[config.mk]
export PLATFORM = sky130hd
export DESIGN_NAME = radio_ascii_hex_frame_parser_core
export DESIGN_NICKNAME = d
export VERILOG_FILES = /design/src/rtl/core/rahfp_pkg.sv /design/src/rtl/core/rahfp_parser.sv /design/src/rtl/core/radio_ascii_hex_frame_parser_core.sv
export SDC_FILE = /design/constraint.sdc
export NUM_CORES = 1
export LEC_CHECK = 0
export BUFFER_PORTS_ARGS = -buffer_cell sky130_fd_sc_hd__buf_2
export CORE_MARGIN = 1.5
export CORE_UTILIZATION = 35
export DETAILED_ROUTE_END_ITERATION = 7
export MAX_ROUTING_LAYER = met4
export PLACE_DENSITY_LB_ADDON = 0.1
export SYNTH_ARGS = -nofsm -noshare
export SYNTH_HDL_FRONTEND = slang
export SYNTH_SLANG_ARGS = --single-unit
[constraint.sdc]
create_clock -name clk -period 3.2 [get_ports clk]
set_clock_uncertainty 0.05 [all_clocks]
set_input_delay 0.32 -clock clk [delete_from_list [all_inputs] [get_ports clk]]
set_output_delay 0.32 -clock clk [all_outputs]
set_load 0.01 [all_outputs]
[src/rtl/core/rahfp_pkg.sv]
// ----------------------------------------------------------------------------
// rahfp_pkg: shared types and constants of the radio hex frame parser
// Character codes, frame layout offsets, digit decoders and the result type.
// ----------------------------------------------------------------------------
package rahfp_pkg;

	localparam logic [7:0] CH_CR   = 8'h0D;
	localparam logic [7:0] CH_LF   = 8'h0A;
	localparam logic [7:0] CH_ZERO = 8'h30;

	localparam logic [3:0] HI_DIGIT = 4'h3;
	localparam logic [3:0] HI_ALPHA = 4'h4;
	localparam logic [4:0] ALPHA_OFS = 5'd9;

	// Header offsets: the first '0' of the sync is offset 0
	localparam logic [3:0] OFS_ENTRY     = 4'd2;
	localparam logic [3:0] ID_FIRST      = 4'd3;
	localparam logic [3:0] ID_LAST       = 4'd6;
	localparam logic [3:0] PAYLOAD_START = 4'd11;

	localparam int GROUP_MAX = 4;

	typedef struct packed {
		logic [15:0] sender_id;
		logic [7:0]  payload_byte;
		logic [4:0]  payload_index;
		logic        last;
	} rahfp_result_t;

	// ID digit: 0x30..0x3F ('0'..'9' and more) give the low nibble, anything else low nibble plus 9
	function automatic logic [4:0] id_digit(input logic [7:0] c);
		if (c[7:4] == HI_DIGIT) begin
			return {1'b0, c[3:0]};
		end
		return {1'b0, c[3:0]} + ALPHA_OFS;
	endfunction

	// Payload digit: 0x40..0x4F ('@'..'O') give low nibble plus 9, anything else the low nibble
	function automatic logic [4:0] payload_digit(input logic [7:0] c);
		if (c[7:4] == HI_ALPHA) begin
			return {1'b0, c[3:0]} + ALPHA_OFS;
		end
		return {1'b0, c[3:0]};
	endfunction

endpackage

[src/rtl/core/rahfp_parser.sv]
// ----------------------------------------------------------------------------
// rahfp_parser: sync search, header decode and payload byte assembly
// Advances one character per step and registers the decoded result.
// ----------------------------------------------------------------------------
module rahfp_parser #(
	parameter int MAX_PAYLOAD_BYTES = 32
) (
	input  logic                     clk,
	input  logic                     arst_n,
	input  logic                     step,
	input  logic [7:0]               char_in,
	input  logic [2:0]               groups,
	input  logic                     res_stall,
	output logic                     res_valid,
	output rahfp_pkg::rahfp_result_t res
);
	import rahfp_pkg::*;

	typedef enum logic [2:0] {
		ST_HUNT,
		ST_CR,
		ST_LF,
		ST_ZERO,
		ST_HEADER,
		ST_PAYLOAD
	} state_t;

	localparam logic [6:0] MAX_LEN = 7'(MAX_PAYLOAD_BYTES);

	state_t        state_q;
	logic [3:0]    hdr_ofs_q;
	logic [1:0]    phase_q;
	logic [4:0]    idx_q;
	logic [15:0]   id_q;
	logic [3:0]    upper_q;

	logic [4:0]    id_dig;
	logic [4:0]    pay_dig;
	logic [1:0]    id_pos;
	logic [15:0]   id_shifted;
	logic [2:0]    g_eff;
	logic [6:0]    pay_len;
	logic [6:0]    idx_next;
	logic          fin;
	logic [7:0]    byte_val;
	state_t        miss_state;

	always_comb begin
		id_dig     = id_digit(char_in);
		pay_dig    = payload_digit(char_in);
		id_pos     = 2'(ID_LAST - hdr_ofs_q);
		id_shifted = {11'b0, id_dig} << {id_pos, 2'b00};
		byte_val   = {upper_q, 4'b0000} | {3'b000, pay_dig};

		// clamp group count to one..four, then cap the length
		if (groups == 3'd0) begin
			g_eff = 3'd1;
		end else if (groups > 3'(GROUP_MAX)) begin
			g_eff = 3'(GROUP_MAX);
		end else begin
			g_eff = groups;
		end
		pay_len  = (({1'b0, g_eff, 3'b000}) > MAX_LEN) ? MAX_LEN : {1'b0, g_eff, 3'b000};
		idx_next = {2'b00, idx_q} + 7'd1;
		fin      = (idx_next >= pay_len);

		// a broken sync restarts, with a CR counting as the first character
		miss_state = (char_in == CH_CR) ? ST_CR : ST_HUNT;
	end

	always_ff @(posedge clk or negedge arst_n) begin
		if (!arst_n) begin
			state_q   <= ST_HUNT;
			hdr_ofs_q <= 4'd0;
			phase_q   <= 2'd0;
			idx_q     <= 5'd0;
			id_q      <= 16'd0;
			upper_q   <= 4'd0;
			res_valid <= 1'b0;
			res       <= '0;
		end else if (step) begin
			res_valid <= 1'b0;
			case (state_q)
				ST_HUNT: begin
					state_q <= miss_state;
				end
				ST_CR: begin
					state_q <= (char_in == CH_LF) ? ST_LF : miss_state;
				end
				ST_LF: begin
					state_q <= (char_in == CH_ZERO) ? ST_ZERO : miss_state;
				end
				ST_ZERO: begin
					if (char_in == CH_ZERO) begin
						state_q   <= ST_HEADER;
						hdr_ofs_q <= OFS_ENTRY;
						phase_q   <= 2'd0;
						idx_q     <= 5'd0;
						id_q      <= 16'd0;
						upper_q   <= 4'd0;
					end else begin
						state_q <= miss_state;
					end
				end
				ST_HEADER: begin
					if (hdr_ofs_q >= ID_FIRST && hdr_ofs_q <= ID_LAST) begin
						id_q <= id_q | id_shifted;
					end
					if (hdr_ofs_q == PAYLOAD_START - 4'd1) begin
						state_q <= ST_PAYLOAD;
					end
					hdr_ofs_q <= hdr_ofs_q + 4'd1;
				end
				ST_PAYLOAD: begin
					case (phase_q)
						2'd0: begin
							upper_q <= pay_dig[3:0];
							phase_q <= 2'd1;
						end
						2'd1: begin
							res_valid         <= 1'b1;
							res.sender_id     <= id_q;
							res.payload_byte  <= byte_val;
							res.payload_index <= idx_q;
							res.last          <= fin;
							phase_q           <= 2'd2;
							if (fin) begin
								state_q <= ST_HUNT;
							end
						end
						default: begin
							phase_q <= 2'd0;
							idx_q   <= idx_q + 5'd1;
						end
					endcase
				end
				default: begin
					state_q <= ST_HUNT;
				end
			endcase
		end else if (!res_stall) begin
			res_valid <= 1'b0;
		end
	end

endmodule

[src/rtl/core/radio_ascii_hex_frame_parser_core.sv]
// ----------------------------------------------------------------------------
// radio_ascii_hex_frame_parser_core: radio module ASCII hex frame parser
// Finds CR LF '0' '0' frames in a UART byte stream and emits decoded bytes.
// ----------------------------------------------------------------------------
// Usage:
//   Feed received characters on the input channel (in_valid, in_stall,
//   rx_byte). A transfer happens when valid is high and stall is low.
//   After the sync sequence the four hex digits of the sender ID are
//   decoded; each payload byte (high digit, low digit, separator) yields
//   one transfer on the output channel carrying sender_id, payload_byte,
//   payload_index and last. The payload is 8 * payload_groups bytes long
//   (groups clamped to 1..4, length capped at MAX_PAYLOAD_BYTES).
// Throughput: one character per cycle, sustained while out_stall is low.
// Path: a low digit passes the input register, then the result register.
// Stall: while a result waits under out_stall, the character in the input
//   register is held and in_stall is raised; the result register and the
//   input register together keep both sides moving otherwise.
// Reset: arst_n clears the sync search, the frame state and both valid
//   flags; payload_groups returns to 1.
// Configuration: write payload_groups through cfg_we/cfg_wdata while idle.
// ----------------------------------------------------------------------------
module radio_ascii_hex_frame_parser_core #(
	parameter int MAX_PAYLOAD_BYTES = 32
) (
	input  logic        clk,
	input  logic        arst_n,
	input  logic        cfg_we,
	input  logic [2:0]  cfg_wdata,
	input  logic        in_valid,
	output logic        in_stall,
	input  logic [7:0]  rx_byte,
	output logic        out_valid,
	input  logic        out_stall,
	output logic [15:0] sender_id,
	output logic [7:0]  payload_byte,
	output logic [4:0]  payload_index,
	output logic        last
);
	import rahfp_pkg::*;

	logic [2:0]    payload_groups_q;
	logic          valid_s1;
	logic [7:0]    rx_byte_s1;
	logic          advance;
	rahfp_result_t res;

	// Advance the held character when the result register is free or drains
	assign advance  = valid_s1 && (!out_valid || !out_stall);
	assign in_stall = valid_s1 && !advance;

	// Hold the group count; it is read on every character
	always_ff @(posedge clk or negedge arst_n) begin
		if (!arst_n) begin
			payload_groups_q <= 3'd1;
		end else if (cfg_we) begin
			payload_groups_q <= cfg_wdata;
		end
	end

	// Input register: take a new character whenever the stage is not held
	always_ff @(posedge clk or negedge arst_n) begin
		if (!arst_n) begin
			valid_s1 <= 1'b0;
		end else if (!in_stall) begin
			valid_s1 <= in_valid;
		end
	end

	always_ff @(posedge clk) begin
		if (in_valid && !in_stall) begin
			rx_byte_s1 <= rx_byte;
		end
	end

	rahfp_parser #(
		.MAX_PAYLOAD_BYTES(MAX_PAYLOAD_BYTES)
	) u_parser (
		.clk       (clk),
		.arst_n    (arst_n),
		.step      (advance),
		.char_in   (rx_byte_s1),
		.groups    (payload_groups_q),
		.res_stall (out_stall),
		.res_valid (out_valid),
		.res       (res)
	);

	assign sender_id     = res.sender_id;
	assign payload_byte  = res.payload_byte;
	assign payload_index = res.payload_index;
	assign last          = res.last;

endmodule

* Yosys cells after proc, flatten, opt, wreduce, memory -nomap -nowiden
Cells that the tools add are included.
** Cells by class
- $add $sub $neg :: 5
- Order comparisons :: 5
- Equal/unequal tests :: 20
- Shift-type cells :: 1
- Multiplexer cells :: 35
- Bitwise logic cells :: 2
- Reductions and logical operators :: 22
** Operators with widths (number)
- 16-bit two-way mux :: 2
- 16-bit one-hot mux with 2 select lines :: 1
- 5-bit two-way mux :: 6
- 3-bit two-way mux :: 8
- 3-bit one-hot mux with 6 select lines :: 1
- 8-bit by 4-bit == test with 1-bit output (second input constant) :: 2
- 16-bit OR :: 1
- 4-bit one-hot mux with 2 select lines :: 2
- 4-bit AND reduction :: 4
- 5-bit by 4-bit left shift with 16-bit output :: 1
- 4-bit two-way mux :: 3
- 2-bit by 1-bit != test with 1-bit output (second input constant) :: 6
- 5-bit one-hot mux with 2 select lines :: 1
- 3-bit AND reduction :: 3
- 8-bit by 6-bit == test with 1-bit output (second input constant) :: 1
- 8-bit by 5-bit OR with 8-bit output :: 1
- 2-bit one-hot mux with 2 select lines :: 2
- 7-bit greater-or-equal comparator :: 1
- 1-bit two-way mux :: 7
- 5-bit by 1-bit adder with 6-bit output (second input constant) :: 1
- 3-bit by 2-bit == test with 1-bit output (second input constant) :: 2
- 3-bit == test (second input constant) :: 2
- 6-bit > comparator (second input constant) :: 1
- 3-bit zero test :: 2
- 21 further kinds :: 29
** Storage, ports and cells
- Bits in registers :: 77
- Input port bits :: 16
- Output and inout bits :: 32
- Logic and storage cells :: 104

* Depth between registers and ports, before layout
Gate-level depths: netlist (run 1).
- Depth in word-level cells :: 9
- Gate-level depth with buffers :: 9
- Depth with buffers taken out :: 9

* Hierarchy
From an unflattened synthesis (run 1), not the netlist that was laid out.
** Second synthesis, totals
- Cells, all modules :: 309
- Area, all modules :: 3607.2 um^2
** By module, submodules not included
- rahfp_parser :: times used 1, cells each 289, area an instance 3203.1 um^2, sequential area each 1626.6 um^2
- radio_ascii_hex_frame_parser_core :: times used 1, cells each 20, area an instance 404.1 um^2, sequential area each 341.6 um^2

* Least setup slack after synthesis (run 1)
No wires, ideal clock.
- Path kind :: register to register
- Start :: reg u_parser.idx_q[0]
- End :: reg u_parser.state_q[0]
- Library setup time :: 0.125 ns
- Arrival :: 1.998 ns
- Setup slack :: 1.027 ns
- Cell stages (with the launch flop) :: 10
- Clock period less this slack :: 2.173 ns
- Cell sequence :: dfrtp_1 -> ha_1 -> nand3_1 -> xnor2_1 -> ha_1 -> o21ai_0 -> a32o_1 -> nor3b_1 -> o211ai_1 -> mux2_2
** On the way
- Longest elaborated chain between the ends :: 4
** Ends and longest elaborated chain
- from (decl) :: line rahfp_parser.sv:33 : logic [4:0] idx_q;
- from (signal assigned) :: line rahfp_parser.sv:133 : idx_q <= idx_q + 5'd1;
- 5-bit by 1-bit adder with 6-bit output :: line rahfp_parser.sv:64 : idx_next = {2'b00, idx_q} + 7'd1;
- 7-bit greater-or-equal comparator :: line rahfp_parser.sv:65 : fin = (idx_next >= pay_len);
- 2-bit by 1-bit != test with 1-bit output (no source line)
- 4-bit AND reduction (no source line)
- to (signal assigned) :: line rahfp_parser.sv:85 : state_q <= miss_state;
- to (signal assigned) :: line rahfp_parser.sv:88 : state_q <= (char_in == CH_LF) ? ST_LF : miss_state;
- to (signal assigned) :: line rahfp_parser.sv:91 : state_q <= (char_in == CH_ZERO) ? ST_ZERO : miss_state;
- to (decl) :: line rahfp_parser.sv:30 : state_t state_q;
No other way between the ends.
A chain may end at the register's enable or synchronous reset.

* Worst setup path in the final report (run 1)
Ends and elaborated chain as after synthesis.

==> flow_summary.yaml, run 1 <==
drt:
  drc: 0
  ant_nets: 0
  routed-wl-met3_microns: 239
  wl_met2_mm: 3.21
  routed_via_density: 4.92
  drtIter0Drc: 128
  vias: 2489
  drt_pass1_iterations: 4
  wl_per_cell_microns: 14.3
  drt-met1-wl_mm: 3.67
  wl_mm: 7.23
  maxUsedRoutingLayer: "met4"
setup_path:
  criticalPathCategory: "reg -> reg"
  endpoint_kind: "flip-flop"
  crit_arrival_ns: 2.57
  cp_max_fo: 6
  cp-start-kind: "flip-flop"
  required_ns: 3.38
layout:
  final_area_sq_mm: 0.00421
  fill_cells: 999
  drive_above_1_share: 0.233
  instances_no_fill: 506
  syn_to_final_growth_pct: 18.0
  multi_input_area_sq_mm: 0.00151
  fin_nets: 394
  n_antenna_cell: 0
  seq_area_sq_mm: 0.00197
placed_design:
  place_congestion: 0.768
  dp_hpwl_mm: 4.91
  placed_area_sq_mm: 0.00397
  portBuffers: 47
  dp_cells: 490
logic_synthesis:
  syn_nets: 339
  ys.flop_type: "dfrtp_1"
  post_synth.cell_area_avg_sq_um: 11.4
  synth-edff-count: 8
  synthTopCellsByArea: "dfrtp_1 48%, mux2_1 6.9%, edfxtp_1 6.7%, ha_1 3.5%, nand2_1 2.9%"
  async_flop_share: 0.896
  syn_area_sq_mm: 0.00357
  synth_top_area_share: 0.477
  synth.distinct_cells: 60
  yosys-top-cells-count: "68 x dfrtp_1, 28 x nand2_1, 27 x nor2_1, 22 x mux2_1, 15 x a21oi_1"
  ys_warn_count: 0
  yosysSeqAreaShare: 0.552
  synth-seq-cells: 77
  synth_area_leader_cell: "dfrtp_1"
  synth_most_common_cell: "dfrtp_1"
  syn-instance-count: 313
clock_network:
  clockBufferDepth: 2
  clk_pin_slew_ns: 0.08
  cts.sinks: 77
  clockRootBuffer: "clkbuf_8"
  ctsResizeCount: 0
  cts_tree: "built"
  htreeDepth: 3
  post_cts_buffers: 0
  hold_buffers: 0
  cts_buffers: 9
  insertion_delay_ns: 0.34
floorplanning:
  die_w_microns: 104
  pin_count: 48
  die_h_microns: 104
  start_util: 0.363
  num_rows: 36
  die_area_sq_mm: 0.0108
  core_sq_mm: 0.00982
hold_path:
  hold_path.class: "in -> reg"
sta:
  fmax_ghz: 0.417
  worst_slew_pin_slew_ns: 0.870
  slew_viol_final: 0
  finalCritPeriodShare: 0.749
  min_period_ns: 2.40
  rsz0062_at_grt: "false"
  fin_hold_ws_ns: 0.103
  setup_tns_ns: 0
  maxSlewHeadroom: 0.420
  finalHoldViolations: 0
  setup_viol: 0
global_routing:
  grt_pass1_vias: 2522
  grt_overflow: 0
  grt_pass1_wl_mm: 12.6
  antenna_found_initial: 0
  grtUsageTotal: 0.149
  grt_max_degree: 70
run_status:
  outcome: "complete, no violations"
power:
  p_leak_nw: 1.98
  irDropWorstVdd_mv: 0.259
  power_w: 0.00362
  power_density_mw_per_mm2: 860
run:
  drv_cap: 0
==> through the flow <==
stage	util	setup WS, ns
after detailed placement	0.405	0.808
after global routing	0.429	0.553
after CTS	0.429	0.797
after floorplan	-	1.03
after global placement	0.405	0.907
final	0.429	0.804
==> area by class of cell <==
| cell class | instances | share of cell area |
|---|---|---|
| repair buffers | 54 | 0.0684 |
| multi-input cells | 215 | 0.359 |
| inverters | 11 | 0.00981 |
| clock buffers | 13 | 0.0404 |
| well taps | 133 | 0.0395 |
| clock inverters | 3 | 0.0155 |
| flip-flops and latches | 77 | 0.468 |
==> sequential cells by signal, summed over array words and instances, names as in the netlist <==
register            count
payload_groups_q        3
rx_byte_s1              8
u_parser.hdr_ofs_q      4
u_parser.id_q          16
u_parser.idx_q          5
u_parser.phase_q        2
u_parser.res           30
u_parser.res_valid      1
u_parser.state_q        3
u_parser.upper_q        4
valid_s1                1
==> kinds of logic after synthesis <==
family	Yosys count	synth area share
compound gates	69	0.133
mux	28	0.0877
fa+ha+maj	10	0.0351
flops	77	0.552
xor+xnor	6	0.0147
simple gates	102	0.152
buf+inv	21	0.0249
==> final timing paths <==
kind,startpoint,end,slack (ns),cells past startpoint
worst max-delay path,u_parser.idx_q[0],u_parser.state_q[0],0.80,9
worst min-delay path,rx_byte[5],rx_byte_s1[5],0.10,1
worst max register to register,u_parser.idx_q[0],u_parser.state_q[0],0.80,9
worst min register to register,u_parser.upper_q[2],u_parser.upper_q[2],0.43,2
max in group asynchronous,arst_n,u_parser.id_q[10],2.40,2
min in group asynchronous,arst_n,payload_groups_q[1],0.12,2
==> metal layers <==
layer,vias up,track usage
met4,0,0.0546
met3,10,0.0301
met1,1197,0.205
met2,44,0.217
li1,1238,-
met5,-,-
==> worst max-delay path, stage by stage (launching register included) <==
cell      delay, ns
dfrtp_1        0.44
ha_1           0.25
nand3_1        0.11
xnor2_1        0.21
ha_1           0.26
o21ai_0        0.16
a32o_1         0.17
nor3b_1        0.06
o211ai_1       0.22
mux2_2         0.36
==> cells in the final DEF (no fill, tap or decap), types with 2 or more instances in the layout <==
cell type and n:
nand3b_1 3, xnor2_1 4, ha_1 10, nand2b_1 5
a21oi_1 15, nor2_1 27, clkbuf_8 10, o21ai_1 8
nand3_1 10, dfrtp_1 68, inv_1 11, or3_1 2
and3b_1 2, a22oi_4 2, bufinv_16 2, xor2_1 2
nor3b_1 2, mux2_2 4, mux2_1 22, o21ai_0 12
nor2b_1 3, and2_1 3, a31oi_1 8, nand2_1 28
buf_4 7, buf_2 47, edfxtp_1 8, clkbuf_1 2
o31ai_1 7, nor3_1 5, mux2i_1 2
==> power by group <==
group / switching [W] / internal (W) / leakage, nW
Combinational: 0.000628 / 0.000526 / 0.912
Sequential: 0.000262 / 0.00134 / 0.948
Clock: 0.000351 / 0.000508 / 0.119
Note: power is estimated with default switching activity, not from simulation.
==> run 2, diff against run 1 <==
==> constraint.sdc (replaced) <==
create_clock -name clk -period 2.27 [get_ports clk]
set_clock_uncertainty 0.05 [all_clocks]
set_input_delay 0.227 -clock clk [delete_from_list [all_inputs] [get_ports clk]]
set_output_delay 0.227 -clock clk [all_outputs]
set_load 0.01 [all_outputs]
==> run 2 against run 1 <==
Against the previous run: maximum frequency up 7.9%; power up 39%; via count rose by 5.1%; first-iteration DRC count down 30%; sequential cell count stayed put; final area increased by 5.6%; global-route usage is 0.70 points higher; combinational power is 62% higher; count of clock-buffer cells in the layout is 3 lower; clock power up 9.7%; largest cell class unchanged; highest routed layer unchanged.
==> flow_summary.yaml, run 2 (synthesis gave the netlist of run 1 again) <==
run_status:
  outcome: "complete, no violations"
placed_design:
  place_congestion: 0.778
  dp_hpwl_mm: 5.21
  preCtsSetupSlack_ns: 0.0250
  portBuffers: 47
  placed_area_sq_mm: 0.00414
power:
  intPower_w: 0.00320
  power_frac_comb: 0.370
  pwr-share-seq: 0.442
  power.switching_w: 0.00183
  p_sw_frac: 0.363
  p_leak_nw: 2.11
  power_density_mw_per_mm2: 1130
  clkPwrFrac: 0.187
  irDropWorstVdd_mv: 0.363
sta:
  setup_viol: 0
  min_period_ns: 2.22
  finalCritPeriodShare: 0.978
  slew_viol_final: 0
  rsz0062_at_grt: "true"
  maxSlewHeadroom: 0.616
  finalHoldViolations: 0
  setup_tns_ns: 0
  fmax_ghz: 0.450
  timing.final.ws_setup_ns: 0.0499
  worst_slew_pin_slew_ns: 0.574
global_routing:
  antenna_found_initial: 0
  grt_max_degree: 70
  grtUsageTotal: 0.156
  grt_pass1_vias: 2627
  grt_overflow: 0
  grt_pass1_wl_mm: 12.9
setup_path:
  cpMaxStageDelayCell: "dfrtp_1"
  worstPathCellList: "ha_2, nand3_2, xnor2_2, ha_1, o21ai_2, a32o_2, nor3b_2, o211ai_1, mux2_2"
  required_ns: 2.46
  cpPeakStageDelay_ns: 0.37
  timing.critical_path.buf_inv: 0
  crit_arrival_ns: 2.41
  cp_max_fo: 2
  critPathTopFamily: "compound AO/OA/AOI/OAI gates"
  endpoint_kind: "flip-flop"
  cp-start-kind: "flip-flop"
  criticalPathCategory: "reg -> reg"
layout:
  mostFrequentLayoutCells: "68 x dfrtp_1, 47 x buf_2, 28 x nand2_1, 27 x nor2_1, 27 x buf_4"
  top_register: "u_parser.res"
  final_area_sq_mm: 0.00445
  multi_input_area_sq_mm: 0.00155
  syn_to_final_growth_pct: 24.7
  reg.largest.list: "u_parser.res x30, u_parser.id_q x16, rx_byte_s1 x8"
  largest_register_ffs: 30
  seq_area_sq_mm: 0.00197
  mostFrequentLayoutCell: "dfrtp_1"
  fill_cells: 982
  drive_above_1_share: 0.293
  n_antenna_cell: 0
  fin_nets: 424
floorplanning:
  pin_count: 48
  start_util: 0.363
  die_area_sq_mm: 0.0108
  die_w_microns: 104
  core_sq_mm: 0.00982
  num_rows: 36
  die_h_microns: 104
drt:
  routed_via_density: 4.88
  drtIter0Drc: 90
  vias: 2615
  wl_per_cell_microns: 14.3
  drc: 0
  wl_mm: 7.65
  ant_nets: 0
  drt_pass1_iterations: 4
clock_network:
  cts_tree: "built"
  insertion_delay_ns: 0.35
  cts_buffers: 9
  clockRootBuffer: "clkbuf_8"
  htreeDepth: 3
  clockBufferDepth: 2
  clk_pin_slew_ns: 0.08
  cts.sinks: 77
run:
  drv_cap: 0
hold_path:
  hold_path.class: "in -> reg"
[run 2: cell types whose count changed in the layout (fill, tap and decap cells not counted), sizes merged]
cell | previous run | this run
buf | 54 | 75
inv | 11 | 12
clkbuf | 13 | 10
dlygate4sd3 | 0 | 9
clkinv | 1 | 4
clkinvlp | 0 | 1
bufinv | 2 | 0
[run 2: through the flow]
step	util	hold WS [ns]	total power, W	instances
floorplan	-	-0.119	0.00335	313
global placement	0.421	0.233	0.00406	510
detailed placement	0.421	0.234	0.00409	510
CTS	0.448	0.000332	0.00506	535
global route	0.453	0.0282	0.00544	536
finish	0.453	0.0182	0.00503	536
[run 2: final timing paths]
| kind | from | to | slack [ns] | cells past startpoint |
|---|---|---|---|---|
| worst max-delay path | u_parser.idx_q[1] | u_parser.state_q[0] | 0.05 | 9 |
| worst min-delay path | in_valid | valid_s1 | 0.02 | 2 |
| worst max register to register | u_parser.idx_q[1] | u_parser.state_q[0] | 0.05 | 9 |
| worst min register to register | u_parser.upper_q[3] | u_parser.upper_q[3] | 0.43 | 2 |
| max in group asynchronous | arst_n | payload_groups_q[0] | 1.49 | 3 |
| min in group asynchronous | arst_n | payload_groups_q[1] | 0.37 | 3 |
[run 2: metal layers]
metal | up-vias | GRT usage | share of wire
met2 | 56 | 0.227 | 0.45
met5 | - | - | 0
li1 | 1298 | - | -
met4 | 0 | 0.0665 | 0.014
met1 | 1252 | 0.208 | 0.50
met3 | 9 | 0.0370 | 0.040
[run 2: cell type report]
class	instances	area share
Clock inverter	6	0.00844
Clock buffer	10	0.0310
Inverter	11	0.00929
Tap cell	133	0.0374
Timing Repair Buffer	84	0.123
Sequential cell	77	0.443
Multi-Input combinational cell	215	0.348
[run 2: worst register-to-register path, stage by stage (launching register included)]
cell,delay (ns)
dfrtp_1,0.37
ha_2,0.19
nand3_2,0.09
xnor2_2,0.16
ha_1,0.29
o21ai_2,0.13
a32o_2,0.18
nor3b_2,0.05
o211ai_1,0.23
mux2_2,0.36
[run 2: repair_timing]
| item | CTS | global route |
|---|---|---|
| setup buffers | 0 | 1 |
| endpoints found under the setup margin | 1 | 2 |
| endpoints found under the hold margin | 76 | 0 |
| resized for setup | 1 | 8 |
| hold buffers | 9 | 0 |
| cloned | 0 | 0 |
| pin swaps | 1 | 4 |
[run 2: power groups by stage]
stage	Sequential, W	Clock, W	Combinational [W]
after global placement	0.00224	0	0.00182
after detailed placement	0.00225	0	0.00184
after floorplan	0.00229	0	0.00105
final	0.00222	0.000942	0.00186
after CTS	0.00223	0.000981	0.00186
after global routing	0.00231	0.00104	0.00209
==> run 3, diff against run 2 <==
--- a/config.mk
+++ b/config.mk
@@ -6,6 +6,8 @@
 export NUM_CORES = 1
 export LEC_CHECK = 0
 export BUFFER_PORTS_ARGS = -buffer_cell sky130_fd_sc_hd__buf_2
+export CELL_PAD_IN_SITES_DETAIL_PLACEMENT = 0
+export CELL_PAD_IN_SITES_GLOBAL_PLACEMENT = 2
 export CORE_MARGIN = 1.5
 export CORE_UTILIZATION = 35
 export DETAILED_ROUTE_END_ITERATION = 7
==> run 3 against run 2 <==
Against the previous run: sequential cell count unchanged; wire length up 5.6%; combinational power up 3%; final area up 1.2%; maximum frequency down 0.57%; die area unchanged; critical path type unchanged; highest routed layer unchanged.
==> flow_summary.yaml, run 3 (synthesis gave the netlist of run 1 again) <==
layout:
  syn_to_final_growth_pct: 26.1
  n_antenna_cell: 0
  mostFrequentLayoutCells: "68 x dfrtp_1, 47 x buf_2, 28 x nand2_1, 27 x nor2_1, 25 x buf_4"
  top_register: "u_parser.res"
  reg.largest.list: "u_parser.res x30, u_parser.id_q x16, rx_byte_s1 x8"
  fin_nets: 424
  largest_register_ffs: 30
  seq_area_sq_mm: 0.00197
  mostFrequentLayoutCell: "dfrtp_1"
  drive_above_1_share: 0.290
  fill_cells: 961
  multi_input_area_sq_mm: 0.00154
  fin_util: 0.458
setup_path:
  cpPeakStageDelay_ns: 0.38
  endpoint_kind: "flip-flop"
  cp-start-kind: "flip-flop"
  criticalPathCategory: "reg -> reg"
  worstPathCellList: "ha_2, nand3_2, xnor2_2, ha_1, o21ai_1, a32o_2, nor3b_2, o211ai_1, mux2_2"
  crit_arrival_ns: 2.42
  timing.critical_path.buf_inv: 0
  critPathTopFamily: "compound AO/OA/AOI/OAI gates"
  required_ns: 2.45
  cp_max_fo: 2
  cpMaxStageDelayCell: "dfrtp_1"
clock_network:
  htreeDepth: 3
  clockRootBuffer: "clkbuf_8"
  cts.sinks: 77
  cts_buffers: 9
  clk_pin_slew_ns: 0.10
  clockBufferDepth: 2
  cts_tree: "built"
  insertion_delay_ns: 0.35
power:
  p_leak_nw: 2.13
  power_density_mw_per_mm2: 1170
  pwr-share-seq: 0.423
  intPower_w: 0.00332
  power_frac_comb: 0.365
  power_w: 0.00525
  clkPwrFrac: 0.212
  irDropWorstVdd_mv: 0.708
  power.switching_w: 0.00193
  p_sw_frac: 0.367
global_routing:
  grt_max_degree: 40
  grt_pass1_vias: 2578
  grt_overflow: 0
  grt_pass1_wl_mm: 13.5
  antenna_found_initial: 0
  grtUsageTotal: 0.162
sta:
  finalHoldViolations: 0
  min_period_ns: 2.23
  rsz0062_at_grt: "true"
  setup_viol: 0
  slew_viol_final: 0
  fin_hold_ws_ns: 0.0244
  worst_slew_pin_slew_ns: 0.654
  maxSlewHeadroom: 0.564
  fmax_ghz: 0.448
  finalCritPeriodShare: 0.984
drt:
  drtIter0Drc: 78
  wl_per_cell_microns: 15.1
  vias: 2654
  ant_nets: 0
  wl_mm: 8.08
  drt_pass1_iterations: 4
  routed_via_density: 4.95
  drc: 0
run:
  drv_cap: 0
floorplanning:
  core_sq_mm: 0.00982
  pin_count: 48
  die_w_microns: 104
  die_area_sq_mm: 0.0108
  die_h_microns: 104
  start_util: 0.363
  num_rows: 36
placed_design:
  dp_hpwl_mm: 5.82
  place_congestion: 0.808
  portBuffers: 47
run_status:
  outcome: "complete, no violations"
hold_path:
  hold_path.class: "in -> reg"
## run 3: worst reg2reg max path, stage by stage, from the launching register on
cell and delay (ns):
dfrtp_1 0.38, ha_2 0.20, nand3_2 0.09, xnor2_2 0.16, ha_1 0.30, o21ai_1 0.13, a32o_2 0.16, nor3b_2 0.05
o211ai_1 0.23, mux2_2 0.36
## run 3: layout make-up
cell class | count | share of cell area
multi-input cells | 215 | 0.343
clock buffers | 9 | 0.0275
inverters | 11 | 0.00918
repair buffers | 84 | 0.125
well taps | 133 | 0.0370
clock inverters | 7 | 0.0203
flip-flops and latches | 77 | 0.438
## run 3: repair_timing
item                                   4_1_cts  5_1_grt
endpoints found under the hold margin       31        0
hold buffers                                 9        0
gates resized for setup                      0        9
setup buffers                                0        2
setup endpoints to repair                    0        2
## run 3: path summary, 6_finish.rpt
path | startpoint | to | slack, ns | cells after the start
setup reg to reg | u_parser.idx_q[0] | u_parser.state_q[0] | 0.04 | 9
hold / removal | cfg_wdata[2] | payload_groups_q[2] | 0.02 | 3
max in group asynchronous | arst_n | u_parser.state_q[1] | 1.13 | 3
setup / recovery | u_parser.idx_q[0] | u_parser.state_q[0] | 0.04 | 9
hold reg to reg | u_parser.res[3] | u_parser.res[3] | 0.44 | 2
min in group asynchronous | arst_n | u_parser.res[13] | 0.39 | 2
## run 3: per-stage QoR
step	std cells	cell area (sq um)	setup WS, ns	TNS (ns)
floorplan	313	3570	0.0969	0
global placement	509	4140	0.0879	0
detailed placement	509	4140	0.0127	0
CTS	534	4450	0.000742	0
global route	536	4500	-0.0748	-0.142
finish	536	4500	0.0372	0
## run 3: power by group through the flow
stage / Sequential (W) / Clock (W) / Combinational [W]
after CTS: 0.00222 / 0.00115 / 0.00190
after global routing: 0.00230 / 0.00121 / 0.00214
final: 0.00222 / 0.00111 / 0.00192
after global placement: 0.00223 / 0 / 0.00186
after detailed placement: 0.00225 / 0 / 0.00188
after floorplan: 0.00229 / 0 / 0.00105
## run 3: routing by layer
layer	up-vias	part of all wire	track usage
li1	1305	-	-
met3	12	0.030	0.0326
met4	0	0.017	0.0595
met1	1289	0.53	0.232
met5	-	0	-
met2	48	0.42	0.226
